<file path="src/hw/rtl/arxbhe_pkg.sv">
// arxbhe_pkg: shared types, constants and sequencer states for the arx block hash engine
// no dependencies; imported by arxbhe_round and arx_block_hash_engine
package arxbhe_pkg;

  // sizes
  localparam int unsigned WORD_W        = 32;
  localparam int unsigned BLOCK_WORDS   = 8;
  localparam int unsigned POS_W         = 3;
  localparam int unsigned CFG_IDX_W     = 3;
  localparam int unsigned CFG_DATA_W    = 64;
  localparam int unsigned SALT_CNT_W    = 4;
  localparam int unsigned ROUND_COUNT_D = 64;

  // fixed key words and the salted-key increment
  localparam logic [BLOCK_WORDS-1:0][WORD_W-1:0] BASE_KEY = {
    32'h8a348b7d, 32'hb5f3810a, 32'h45000057, 32'h31ba94b9,
    32'hb8a79b02, 32'h0059c491, 32'hacdef012, 32'h72000000
  };
  localparam logic [WORD_W-1:0] KEY_INC = 32'h00000001;

  // rotate amounts of the mixing round
  localparam int unsigned ROT_A = 2;
  localparam int unsigned ROT_B = 5;
  localparam int unsigned ROT_C = 7;
  localparam int unsigned ROT_D = 12;

  // configuration register indexes
  localparam logic [CFG_IDX_W-1:0] CFG_SALT_A    = 3'd0;
  localparam logic [CFG_IDX_W-1:0] CFG_SALT_B    = 3'd1;
  localparam logic [CFG_IDX_W-1:0] CFG_SALT_C    = 3'd2;
  localparam logic [CFG_IDX_W-1:0] CFG_SALT_D    = 3'd3;
  localparam logic [CFG_IDX_W-1:0] CFG_SALT_CNT  = 3'd4;

  // chain of eight words, word 0 in the low slot
  typedef logic [BLOCK_WORDS-1:0][WORD_W-1:0] chain_t;

  // channel words
  typedef struct packed {
    logic [WORD_W-1:0] message_word;
    logic              last_word;
  } in_word_t;

  typedef struct packed {
    logic [WORD_W-1:0] digest_word;
    logic [POS_W-1:0]  digest_index;
    logic              digest_last;
  } out_word_t;

  // sequencer states
  typedef enum logic [2:0] {
    ST_IDLE,
    ST_FILL,
    ST_SNAP,
    ST_MIX,
    ST_ADD,
    ST_OUT
  } seq_state_t;

endpackage

</file>
<file path="src/hw/rtl/arxbhe_round.sv">
// arxbhe_round: one add/xor-rotate mixing round followed by a one-word left rotation
// depends on arxbhe_pkg
module arxbhe_round (
  input  arxbhe_pkg::chain_t h_in,
  output arxbhe_pkg::chain_t h_out
);
  import arxbhe_pkg::*;

  chain_t h;

  function automatic logic [WORD_W-1:0] rotl(input logic [WORD_W-1:0] v,
                                             input int unsigned n);
    rotl = (v << n) | (v >> (WORD_W - n));
  endfunction

  // mixing; word 7 takes the updated word 0
  always_comb begin
    h[0] = h_in[0] + h_in[1];
    h[1] = rotl(h_in[1] ^ h_in[2], ROT_A);
    h[2] = h_in[2] + h_in[3];
    h[3] = rotl(h_in[3] ^ h_in[4], ROT_B);
    h[4] = h_in[4] + h_in[5];
    h[5] = rotl(h_in[5] ^ h_in[6], ROT_C);
    h[6] = h_in[6] + h_in[7];
    h[7] = rotl(h_in[7] ^ h[0], ROT_D);
  end

  // word rotation: word 0 moves to the top
  always_comb begin
    for (int i = 0; i < BLOCK_WORDS - 1; i++) begin
      h_out[i] = h[i+1];
    end
    h_out[BLOCK_WORDS-1] = h[0];
  end

endmodule

</file>
<file path="src/hw/rtl/arx_block_hash_engine.sv">
// arx_block_hash_engine: salted 256-bit add/xor-rotate hash engine, top level
// depends on arxbhe_pkg and arxbhe_round

// Message words enter one per cycle while in_stall is low; each is XORed with its
// (optionally salted) key word into the chain. Words that fill a block (the eighth)
// or that are marked last start block processing: remaining positions of a last
// block are filled with zero message words, the snapshot is taken (ST_SNAP),
// ROUND_COUNT rounds run through the shared round unit (ST_MIX), and the snapshot
// is added back (ST_ADD). The input is stalled from the eighth or last word until
// the block is done, and after a last word until its digest is out. After a last
// word the eight digest words leave on the out channel, first word first, one per
// cycle unless stalled; the chain then clears for the next message. Configuration
// writes are taken at any time but are meant for idle periods.
module arx_block_hash_engine #(
  parameter int unsigned ROUND_COUNT = arxbhe_pkg::ROUND_COUNT_D
) (
  input  logic                                   clk,
  input  logic                                   rst_n,
  input  logic                                   in_valid,
  output logic                                   in_stall,
  input  arxbhe_pkg::in_word_t                   in_data,
  output logic                                   out_valid,
  input  logic                                   out_stall,
  output arxbhe_pkg::out_word_t                  out_data,
  input  logic                                   cfg_wr_en,
  input  logic [arxbhe_pkg::CFG_IDX_W-1:0]       cfg_index,
  input  logic [arxbhe_pkg::CFG_DATA_W-1:0]      cfg_wdata
);
  import arxbhe_pkg::*;

  localparam int unsigned RND_W = (ROUND_COUNT > 1) ? $clog2(ROUND_COUNT) : 1;
  localparam logic [RND_W-1:0] RND_LAST = RND_W'(ROUND_COUNT - 1);

  seq_state_t state_r, state_nxt;
  chain_t chain_r, chain_nxt;
  chain_t snap_r;
  chain_t round_out;
  logic [POS_W-1:0] pos_r, pos_nxt;
  logic [RND_W-1:0] rnd_r, rnd_nxt;
  logic [POS_W-1:0] oidx_r, oidx_nxt;
  logic last_pend_r, last_pend_nxt;
  logic [BLOCK_WORDS-1:0][WORD_W-1:0] salt_r;
  logic [SALT_CNT_W-1:0] salt_cnt_r;
  logic [WORD_W-1:0] key_word;
  logic [WORD_W-1:0] absorb_word;
  logic [WORD_W-1:0] absorbed;
  logic in_acc, out_acc;

  assign in_acc  = in_valid && !in_stall;
  assign out_acc = out_valid && !out_stall;

  // shared round unit
  arxbhe_round u_round (
    .h_in  (chain_r),
    .h_out (round_out)
  );

  // configuration registers
  always_ff @(posedge clk) begin
    if (!rst_n) begin
      salt_r     <= '0;
      salt_cnt_r <= '0;
    end else if (cfg_wr_en) begin
      case (cfg_index)
        CFG_SALT_A: begin
          salt_r[0] <= cfg_wdata[63:32];
          salt_r[1] <= cfg_wdata[31:0];
        end
        CFG_SALT_B: begin
          salt_r[2] <= cfg_wdata[63:32];
          salt_r[3] <= cfg_wdata[31:0];
        end
        CFG_SALT_C: begin
          salt_r[4] <= cfg_wdata[63:32];
          salt_r[5] <= cfg_wdata[31:0];
        end
        CFG_SALT_D: begin
          salt_r[6] <= cfg_wdata[63:32];
          salt_r[7] <= cfg_wdata[31:0];
        end
        CFG_SALT_CNT: salt_cnt_r <= cfg_wdata[SALT_CNT_W-1:0];
        default: ;
      endcase
    end
  end

  // key word for the current position; counts of eight and above salt every word
  always_comb begin
    key_word = BASE_KEY[pos_r];
    if ({1'b0, pos_r} < salt_cnt_r) begin
      key_word = (BASE_KEY[pos_r] ^ salt_r[pos_r]) + KEY_INC;
    end
  end

  // absorb path: real word when idle, zero during fill
  assign absorb_word = (state_r == ST_IDLE) ? in_data.message_word : '0;
  assign absorbed    = chain_r[pos_r] ^ absorb_word ^ key_word;

  // sequencer
  always_comb begin
    state_nxt     = state_r;
    chain_nxt     = chain_r;
    pos_nxt       = pos_r;
    rnd_nxt       = rnd_r;
    oidx_nxt      = oidx_r;
    last_pend_nxt = last_pend_r;
    in_stall      = 1'b1;
    out_valid     = 1'b0;
    case (state_r)
      ST_IDLE: begin
        in_stall = 1'b0;
        if (in_valid) begin
          chain_nxt[pos_r] = absorbed;
          pos_nxt          = pos_r + 1'b1;
          last_pend_nxt    = in_data.last_word;
          if (pos_r == POS_W'(BLOCK_WORDS - 1)) begin
            state_nxt = ST_SNAP;
          end else if (in_data.last_word) begin
            state_nxt = ST_FILL;
          end
        end
      end
      ST_FILL: begin
        chain_nxt[pos_r] = absorbed;
        pos_nxt          = pos_r + 1'b1;
        if (pos_r == POS_W'(BLOCK_WORDS - 1)) begin
          state_nxt = ST_SNAP;
        end
      end
      ST_SNAP: begin
        state_nxt = ST_MIX;
      end
      ST_MIX: begin
        chain_nxt = round_out;
        rnd_nxt   = rnd_r + 1'b1;
        if (rnd_r == RND_LAST) begin
          rnd_nxt   = '0;
          state_nxt = ST_ADD;
        end
      end
      ST_ADD: begin
        for (int i = 0; i < BLOCK_WORDS; i++) begin
          chain_nxt[i] = chain_r[i] + snap_r[i];
        end
        state_nxt = last_pend_r ? ST_OUT : ST_IDLE;
      end
      ST_OUT: begin
        out_valid = 1'b1;
        if (!out_stall) begin
          // rotate so the next digest word sits in slot 0
          for (int i = 0; i < BLOCK_WORDS - 1; i++) begin
            chain_nxt[i] = chain_r[i+1];
          end
          chain_nxt[BLOCK_WORDS-1] = chain_r[0];
          oidx_nxt = oidx_r + 1'b1;
          if (oidx_r == POS_W'(BLOCK_WORDS - 1)) begin
            chain_nxt     = '0;
            last_pend_nxt = 1'b0;
            state_nxt     = ST_IDLE;
          end
        end
      end
      default: state_nxt = ST_IDLE;
    endcase
  end

  // digest word comes straight from chain slot 0
  always_comb begin
    out_data.digest_word  = chain_r[0];
    out_data.digest_index = oidx_r;
    out_data.digest_last  = (oidx_r == POS_W'(BLOCK_WORDS - 1));
  end

  // control and chain registers
  always_ff @(posedge clk) begin
    if (!rst_n) begin
      state_r     <= ST_IDLE;
      chain_r     <= '0;
      pos_r       <= '0;
      rnd_r       <= '0;
      oidx_r      <= '0;
      last_pend_r <= 1'b0;
    end else begin
      state_r     <= state_nxt;
      chain_r     <= chain_nxt;
      pos_r       <= pos_nxt;
      rnd_r       <= rnd_nxt;
      oidx_r      <= oidx_nxt;
      last_pend_r <= last_pend_nxt;
    end
  end

  // snapshot of the chain before mixing
  always_ff @(posedge clk) begin
    if (state_r == ST_SNAP) begin
      snap_r <= chain_r;
    end
  end

  // round counter rests at zero outside the mixing phase
  a_rnd_idle: assert property (@(posedge clk) disable iff (!rst_n)
    (state_r != ST_MIX) |-> (rnd_r == '0))
    else $error("round counter nonzero outside mixing");

  // a full block always hands over to the snapshot step
  a_block_full: assert property (@(posedge clk) disable iff (!rst_n)
    (in_acc && pos_r == POS_W'(BLOCK_WORDS - 1)) |=> (state_r == ST_SNAP))
    else $error("full block did not start mixing");

  // digest words only go out on a block boundary
  a_out_pos: assert property (@(posedge clk) disable iff (!rst_n)
    out_valid |-> (pos_r == '0 && last_pend_r))
    else $error("digest output off a block boundary");

  // final digest word returns the block to idle with a cleared chain
  a_out_end: assert property (@(posedge clk) disable iff (!rst_n)
    (out_acc && out_data.digest_last) |=> (state_r == ST_IDLE && chain_r == '0))
    else $error("chain not cleared after digest");

endmodule
</file>
<file path="config.mk">
export PLATFORM = sky130hd
export DESIGN_NAME = arx_block_hash_engine
export DESIGN_NICKNAME = d
export VERILOG_FILES = /design/src/hw/rtl/arxbhe_pkg.sv /design/src/hw/rtl/arxbhe_round.sv /design/src/hw/rtl/arx_block_hash_engine.sv
export SDC_FILE = /design/constraint.sdc
export NUM_CORES = 2
export LEC_CHECK = 0
export BUFFER_PORTS_ARGS = -buffer_cell sky130_fd_sc_hd__buf_2
export CAP_MARGIN = 20
export CELL_PAD_IN_SITES_DETAIL_PLACEMENT = 1
export CELL_PAD_IN_SITES_GLOBAL_PLACEMENT = 1
export CORE_ASPECT_RATIO = 1.75
export CORE_UTILIZATION = 45
export DETAILED_ROUTE_END_ITERATION = 6
export PLACE_DENSITY_LB_ADDON = 0.1
export SYNTH_ARGS = -nofsm -noshare
export SYNTH_HDL_FRONTEND = slang
export SYNTH_SLANG_ARGS = --single-unit
</file>
<file path="constraint.sdc">
create_clock -name clk -period 18.3 [get_ports clk]
set_clock_uncertainty 0.15 [all_clocks]
set_input_delay 0.915 -clock clk [delete_from_list [all_inputs] [get_ports clk]]
set_output_delay 0.915 -clock clk [all_outputs]
set_load 0.01 [all_outputs]
</file>
# Word-level counts from Yosys, hierarchy flattened
# Memory sizes are Yosys's and may differ from the RTL's. A register that Yosys moved wholly into a read port is not among the register bits.
# Cells that the tools add are included.
dict set report totals {
  regBits 788
  output_inout_bits 38
  word_cells 130
  n_memories 1
  input_bits 105
  mem_bits_rw 0
  latch_bits 0
  mem_bits_ro 256
}
dict set report classes {
  reduce_logical 16
  n_bitwise 12
  div 0
  eq_ne 18
  shift 0
  n_addsub 16
  multipliers 0
  order_cmp 3
  muxes 34
}
# memory words word_bits rd rd_ports_with_merged_regs write_ports line_no
set memory_table {}
lappend memory_table {{(no name shown)} 8 32 1 1 0 arx_block_hash_engine.sv:91} ;# key_word = (BASE_KEY[pos_r] ^ salt_r[pos_r]) + KEY_INC;
# op count
set ops {}
lappend ops {{256-bit case mux with 5 select lines} 1}
lappend ops {{256-bit two-way mux} 3}
lappend ops {{32-bit adder} 12}
lappend ops {{256-bit bitwise mux} 1}
lappend ops {{32-bit bitwise XOR} 7}
lappend ops {{32-bit binary-select mux with 3-bit select} 2}
lappend ops {{32-bit two-way mux} 6}
lappend ops {{32-bit demux with 3-bit select} 1}
lappend ops {{3-bit two-way mux} 11}
lappend ops {{32-bit by 1-bit adder with 32-bit output, second input constant} 1}
lappend ops {{32-bit by 12-bit bitwise OR with 32-bit output} 1}
lappend ops {{32-bit by 2-bit bitwise OR with 32-bit output} 1}
lappend ops {{32-bit by 5-bit bitwise OR with 32-bit output} 1}
lappend ops {{32-bit by 7-bit bitwise OR with 32-bit output} 1}
lappend ops {{3-bit case mux with 6 select lines} 1}
lappend ops {{3-bit equality test, second input constant} 5}
lappend ops {{2-bit AND reduction} 7}
lappend ops {{3-bit by 2-bit equality test with 1-bit output, second input constant} 4}
lappend ops {{2-bit != test, second input constant} 5}
lappend ops {{3-bit by 1-bit adder with 3-bit output, second input constant} 2}
lappend ops {{6-bit by 1-bit adder with 6-bit output, second input constant} 1}
lappend ops {{3-bit by 1-bit equality test with 1-bit output, second input constant} 2}
lappend ops {{6-bit equality test, second input constant} 1}
lappend ops {{3-bit zero test} 2}
lappend ops {{other kinds (15)} 20}

# Logic depth before layout (Yosys ltp)
dict set report depth {
  ltp_word 9
  depth_mapped 18
  ltp_nobuf 14
}

# Cells and area by module
# Synthesis repeated with hierarchy kept, for this count alone.
dict set report unflattened {
  hier_cells 6515
  area_unflattened_um2 56899.6
}
# mod cells_per_inst area_per_inst_um2 instances
set modules_own_cells {}
lappend modules_own_cells {arx_block_hash_engine 5557 49610.1 1}
lappend modules_own_cells {arxbhe_round 958 7289.5 1}

# Least setup slack after synthesis
# No wires, ideal clock.
dict set report synth_timing {
  path_kind {flip-flop to flip-flop}
  startpoint {register state_r[1]}
  endpoint {register snap_r[0] in the netlist's numbering, enable pin}
  path_stages_with_launch 4
  t_arrival_ps 18013
  path_slack_ps -1049
  n_path_buf 1
  period_less_slack_ps 19349
  setup_ps 1186
  required_ps 16964
  path_cell_list {dfxtp_1 > clkbuf_1 > inv_1 > nor3_1}
}
dict set report synth_between {
  elab_chain_cells 1
}
# element line_no
set synth_rtl {}
lappend synth_rtl {{from (decl)} arx_block_hash_engine.sv:34} ;# seq_state_t state_r, state_nxt;
lappend synth_rtl {{from (signal assigned)} arx_block_hash_engine.sv:184} ;# state_r <= state_nxt;
lappend synth_rtl {{3-bit by 2-bit equality test with 1-bit output} arx_block_hash_engine.sv:195} ;# if (state_r == ST_SNAP) begin
lappend synth_rtl {{to (signal assigned)} arx_block_hash_engine.sv:196} ;# snap_r <= chain_r;
lappend synth_rtl {{to (decl)} arx_block_hash_engine.sv:36} ;# chain_t snap_r;
# Every way passes these cells.
# A chain may end at the register's enable or synchronous reset.

# Final worst setup path
dict set report layout_timing {
  startpoint {register pos_r[2]}
  endpoint {register chain_r[76] in the netlist's numbering}
}
dict set report layout_between {
  elab_chain_cells 9
}
# element line_no
set layout_rtl {}
lappend layout_rtl {{from (decl)} arx_block_hash_engine.sv:38} ;# logic [POS_W-1:0] pos_r, pos_nxt;
lappend layout_rtl {{from (signal assigned)} arx_block_hash_engine.sv:186} ;# pos_r <= pos_nxt;
lappend layout_rtl {{32-bit binary-select mux with 3-bit select} arx_block_hash_engine.sv:91}
lappend layout_rtl {{32-bit two-way mux (implied by the code)} arx_block_hash_engine.sv:91}
lappend layout_rtl {{32-bit bitwise XOR} arx_block_hash_engine.sv:91}
lappend layout_rtl {{32-bit by 1-bit adder with 32-bit output} arx_block_hash_engine.sv:91}
lappend layout_rtl {{32-bit two-way mux} arx_block_hash_engine.sv:90} ;# if ({1'b0, pos_r} < salt_cnt_r) begin
lappend layout_rtl {{32-bit bitwise XOR} arx_block_hash_engine.sv:97} ;# assign absorbed = chain_r[pos_r] ^ absorb_word ^ key_word;
lappend layout_rtl {{256-bit bitwise mux *} {arx_block_hash_engine.sv:113, arx_block_hash_engine.sv:124}}
lappend layout_rtl {{256-bit two-way mux} arx_block_hash_engine.sv:112} ;# if (in_valid) begin
lappend layout_rtl {{256-bit case mux with 5 select lines *} arx_block_hash_engine.sv:109} ;# case (state_r)
lappend layout_rtl {{to (signal assigned)} arx_block_hash_engine.sv:185} ;# chain_r <= chain_nxt;
lappend layout_rtl {{to (decl)} arx_block_hash_engine.sv:35} ;# chain_t chain_r, chain_nxt;
# Mark *: on every way between the ends. The rest lies on a longest branch, timed or not. The select of a mux whose other input is x is not followed.

==> impl_metrics.ini <==
[outcome]
status = finished clean

[clocking]
clock_path_buffers = 3
cts_resized = 0
cts.clk_slew.worst_paths_ns = 0.07
numCtsBuffers = 89
h-tree-depth = 3
clockRootBuffer = clkbuf_16
clk_latency_ns = 0.76
cts_tree = built
cts_num_sinks = 815
cts_setup_buffers = 0
hold_buffers = 0

[drt]
ant_nets = 0
via_count = 57500
drt_iter0_drc = 5121
drt-total-wl_um = 296000
drc = 0
viasPerCell = 6.87
post_drt_wl_per_cell_um = 35.4
drtPass1Iterations = 6

[final_layout]
fin_util_pct = 50.2
layoutNonFillerInstCount = 8368
areaGrowthSynthToFinish_pct = 10.5
regArea_sq_um = 18900
multi_input_area_sq_um = 36100
stdcell_area_sq_um = 63000
fin_nets = 7137
drive_above_1_share_pct = 10.2
fillCellCount = 14700

[die]
die_area_sq_um = 128000
ios = 143
core_sq_um = 125000
start_util_pct = 45.4
die_w_um = 271
die_y_um = 473
rows = 172

[sta]
slew_headroom_pct = 10.4
fin_setup_tns_ns = 0
fin_hold_ws_ns = 0.282
fin_ws_ns = 12.00
slew_viol_final = 0
rsz0062_at_grt = no
tightest_slew_ns = 1.34
finalSetupViolCount = 0
max_freq_mhz = 159
finalCritPeriodShare_pct = 34.5
final-hold-violation-count = 0
period_needed_ns = 6.30

[synth]
async_reset_ff_share_pct = 0
synthCells = 6583
ys_warn_count = 0
yosysTopAreaCellShare_pct = 19.6
seq_area_frac_synth_pct = 33.1
syn_nets = 7088
synth_area_leaders = dfxtp_1, edfxtp_1, ha_1, a21oi_1, nand2_1
synth_edf_count = 256
ys_seq_elements = 815
yosys.cell_types.count = 116
synth_area_sq_um = 57000
yosys.area.top_type = dfxtp_1
postSynthAreaPerCell_sq_um = 8.66
ys.flop_type = dfxtp_1

[global_route]
grt_use_total_pct = 45.2
grt_pass1_vias = 58500
grt_pass1_wl_um = 419000
grt_max_degree = 134
gr-total-overflow = 0
antenna_found_initial = 20

[place]
gp_congestion = 1.02
pre_cts_ws_ns = 12.14
dp_cells = 8184
place_hpwl_um = 217000
place_area_sq_um = 59800
numPortBuffers = 142

[setup_path]
path_max_fanout = 49
end_kind = register
required_ns = 18.81
cp.arrival_ns = 6.82
critical_path_class = reg2reg
critPathLaunchType = register

[worst_hold_path]
min_path_type = in2reg

[pwr]
power.leakage_nw = 26.1
powerDensity_nw_per_um2 = 196
ir_drop_v = 0.000117
power_mw = 12.3

[job]
maxCapViolCount = 0
## critical path: stages (launching register included)
cell and delay, ns:
dfxtp_4 0.81, buf_4 0.73, nand2b_1 0.23, o22ai_1 0.10, a221oi_1 0.66, xnor2_1 0.29, ha_1 0.28, inv_1 0.05
nand4bb_1 0.47, a2111oi_0 0.65, xnor2_1 0.19, nand2_1 0.21, xnor2_1 0.95, a221oi_1 0.24, nor2_1 0.16
## Yosys cell counts (24+ instances only)
cell / count
nor3_1: 59
a31oi_1: 94
a21o_1: 183
a21oi_1: 709
o22ai_1: 31
buf_4: 34
edfxtp_1: 256
o31ai_1: 35
a221oi_1: 232
a22oi_1: 84
o21a_1: 59
and3_1: 40
o21bai_1: 39
mux2i_1: 74
o221ai_1: 63
nand2b_1: 62
o221a_2: 27
o21ai_0: 472
xnor2_1: 291
dfxtp_1: 559
a211oi_1: 44
nor2_1: 382
mux4_2: 25
a222oi_1: 24
a221o_1: 47
nand4_1: 35
o211ai_1: 41
nand3_1: 109
nor2b_1: 41
clkbuf_1: 311
o211a_1: 56
or3_1: 27
nand2_1: 821
inv_1: 117
xor2_1: 285
ha_1: 388
## final timing paths
check / slack, ns / endpoint / cells past startpoint / start
setup / recovery: 12.00 / chain_r[76]$_SDFFE_PN0P_ / 14 / pos_r[2]$_SDFFE_PN0P_
hold / removal: 0.28 / salt_r[43]$_SDFFE_PN0P_ / 3 / cfg_wdata[11]
setup reg to reg: 12.00 / chain_r[76]$_SDFFE_PN0P_ / 14 / pos_r[2]$_SDFFE_PN0P_
hold reg to reg: 0.30 / salt_r[137]$_SDFFE_PN0P_ / 2 / salt_r[137]$_SDFFE_PN0P_
## per-layer routing
layer  routed length (um)  global-route usage [%]  up-vias
li1                     -                       -    24800
met1                96400                    44.1    28400
met2               138000                    74.4     2898
met3                21000                    10.6     1424
met4                40400                    51.1       12
met5                   77                       0        -
## placed cells by master, fill, tap and decap left out, drive strengths merged, types with 64 or more instances in the layout
master  count
nand2     823
xnor2     296
ha        388
dfxtp     559
a31oi      94
mux2i      75
o21ai     480
xor2      286
a221oi    234
o221ai     64
a22oi      84
nand3     110
clkbuf    127
edfxtp    256
buf       359
inv       126
nor2      385
a21oi     711
a21o      183
## where the power goes
part | switching [mW] | internal, mW
sequential | 0.737 | 2.31
clock | 0.877 | 1.08
combinational | 5.04 | 2.30
## final cells by class
class	count	area share (%)
clock inverter	39	0.669
tap	1653	3.28
antenna	10	0.0397
timing repair buffer	361	3.93
multi-input combinational	5245	57.3
sequential	815	30.0
clock buffer	125	4.11
inverter	120	0.727
## registers in the layout, summed over array words and instances, names as in the netlist, named ones only
signal,cells
salt_cnt_r,4
chain_r,224
salt_r,256
last_pend_r,1
snap_r,256
rnd_r,6
pos_r,3
oidx_r,3
state_r,3
out_data,32
## cells by family after synthesis
group,after synthesis,share of synthesized area [%]
AOI/OAI and AO/OA,2419,28.2
and+or+nand+nor,1713,13.5
DFF,815,33.1
xor gates and xnor gates,585,9.16
buffers and inverters,523,4.02
adders and majority gates,400,8.94
muxes,128,2.97
Power figures use the tool's default switching activity.
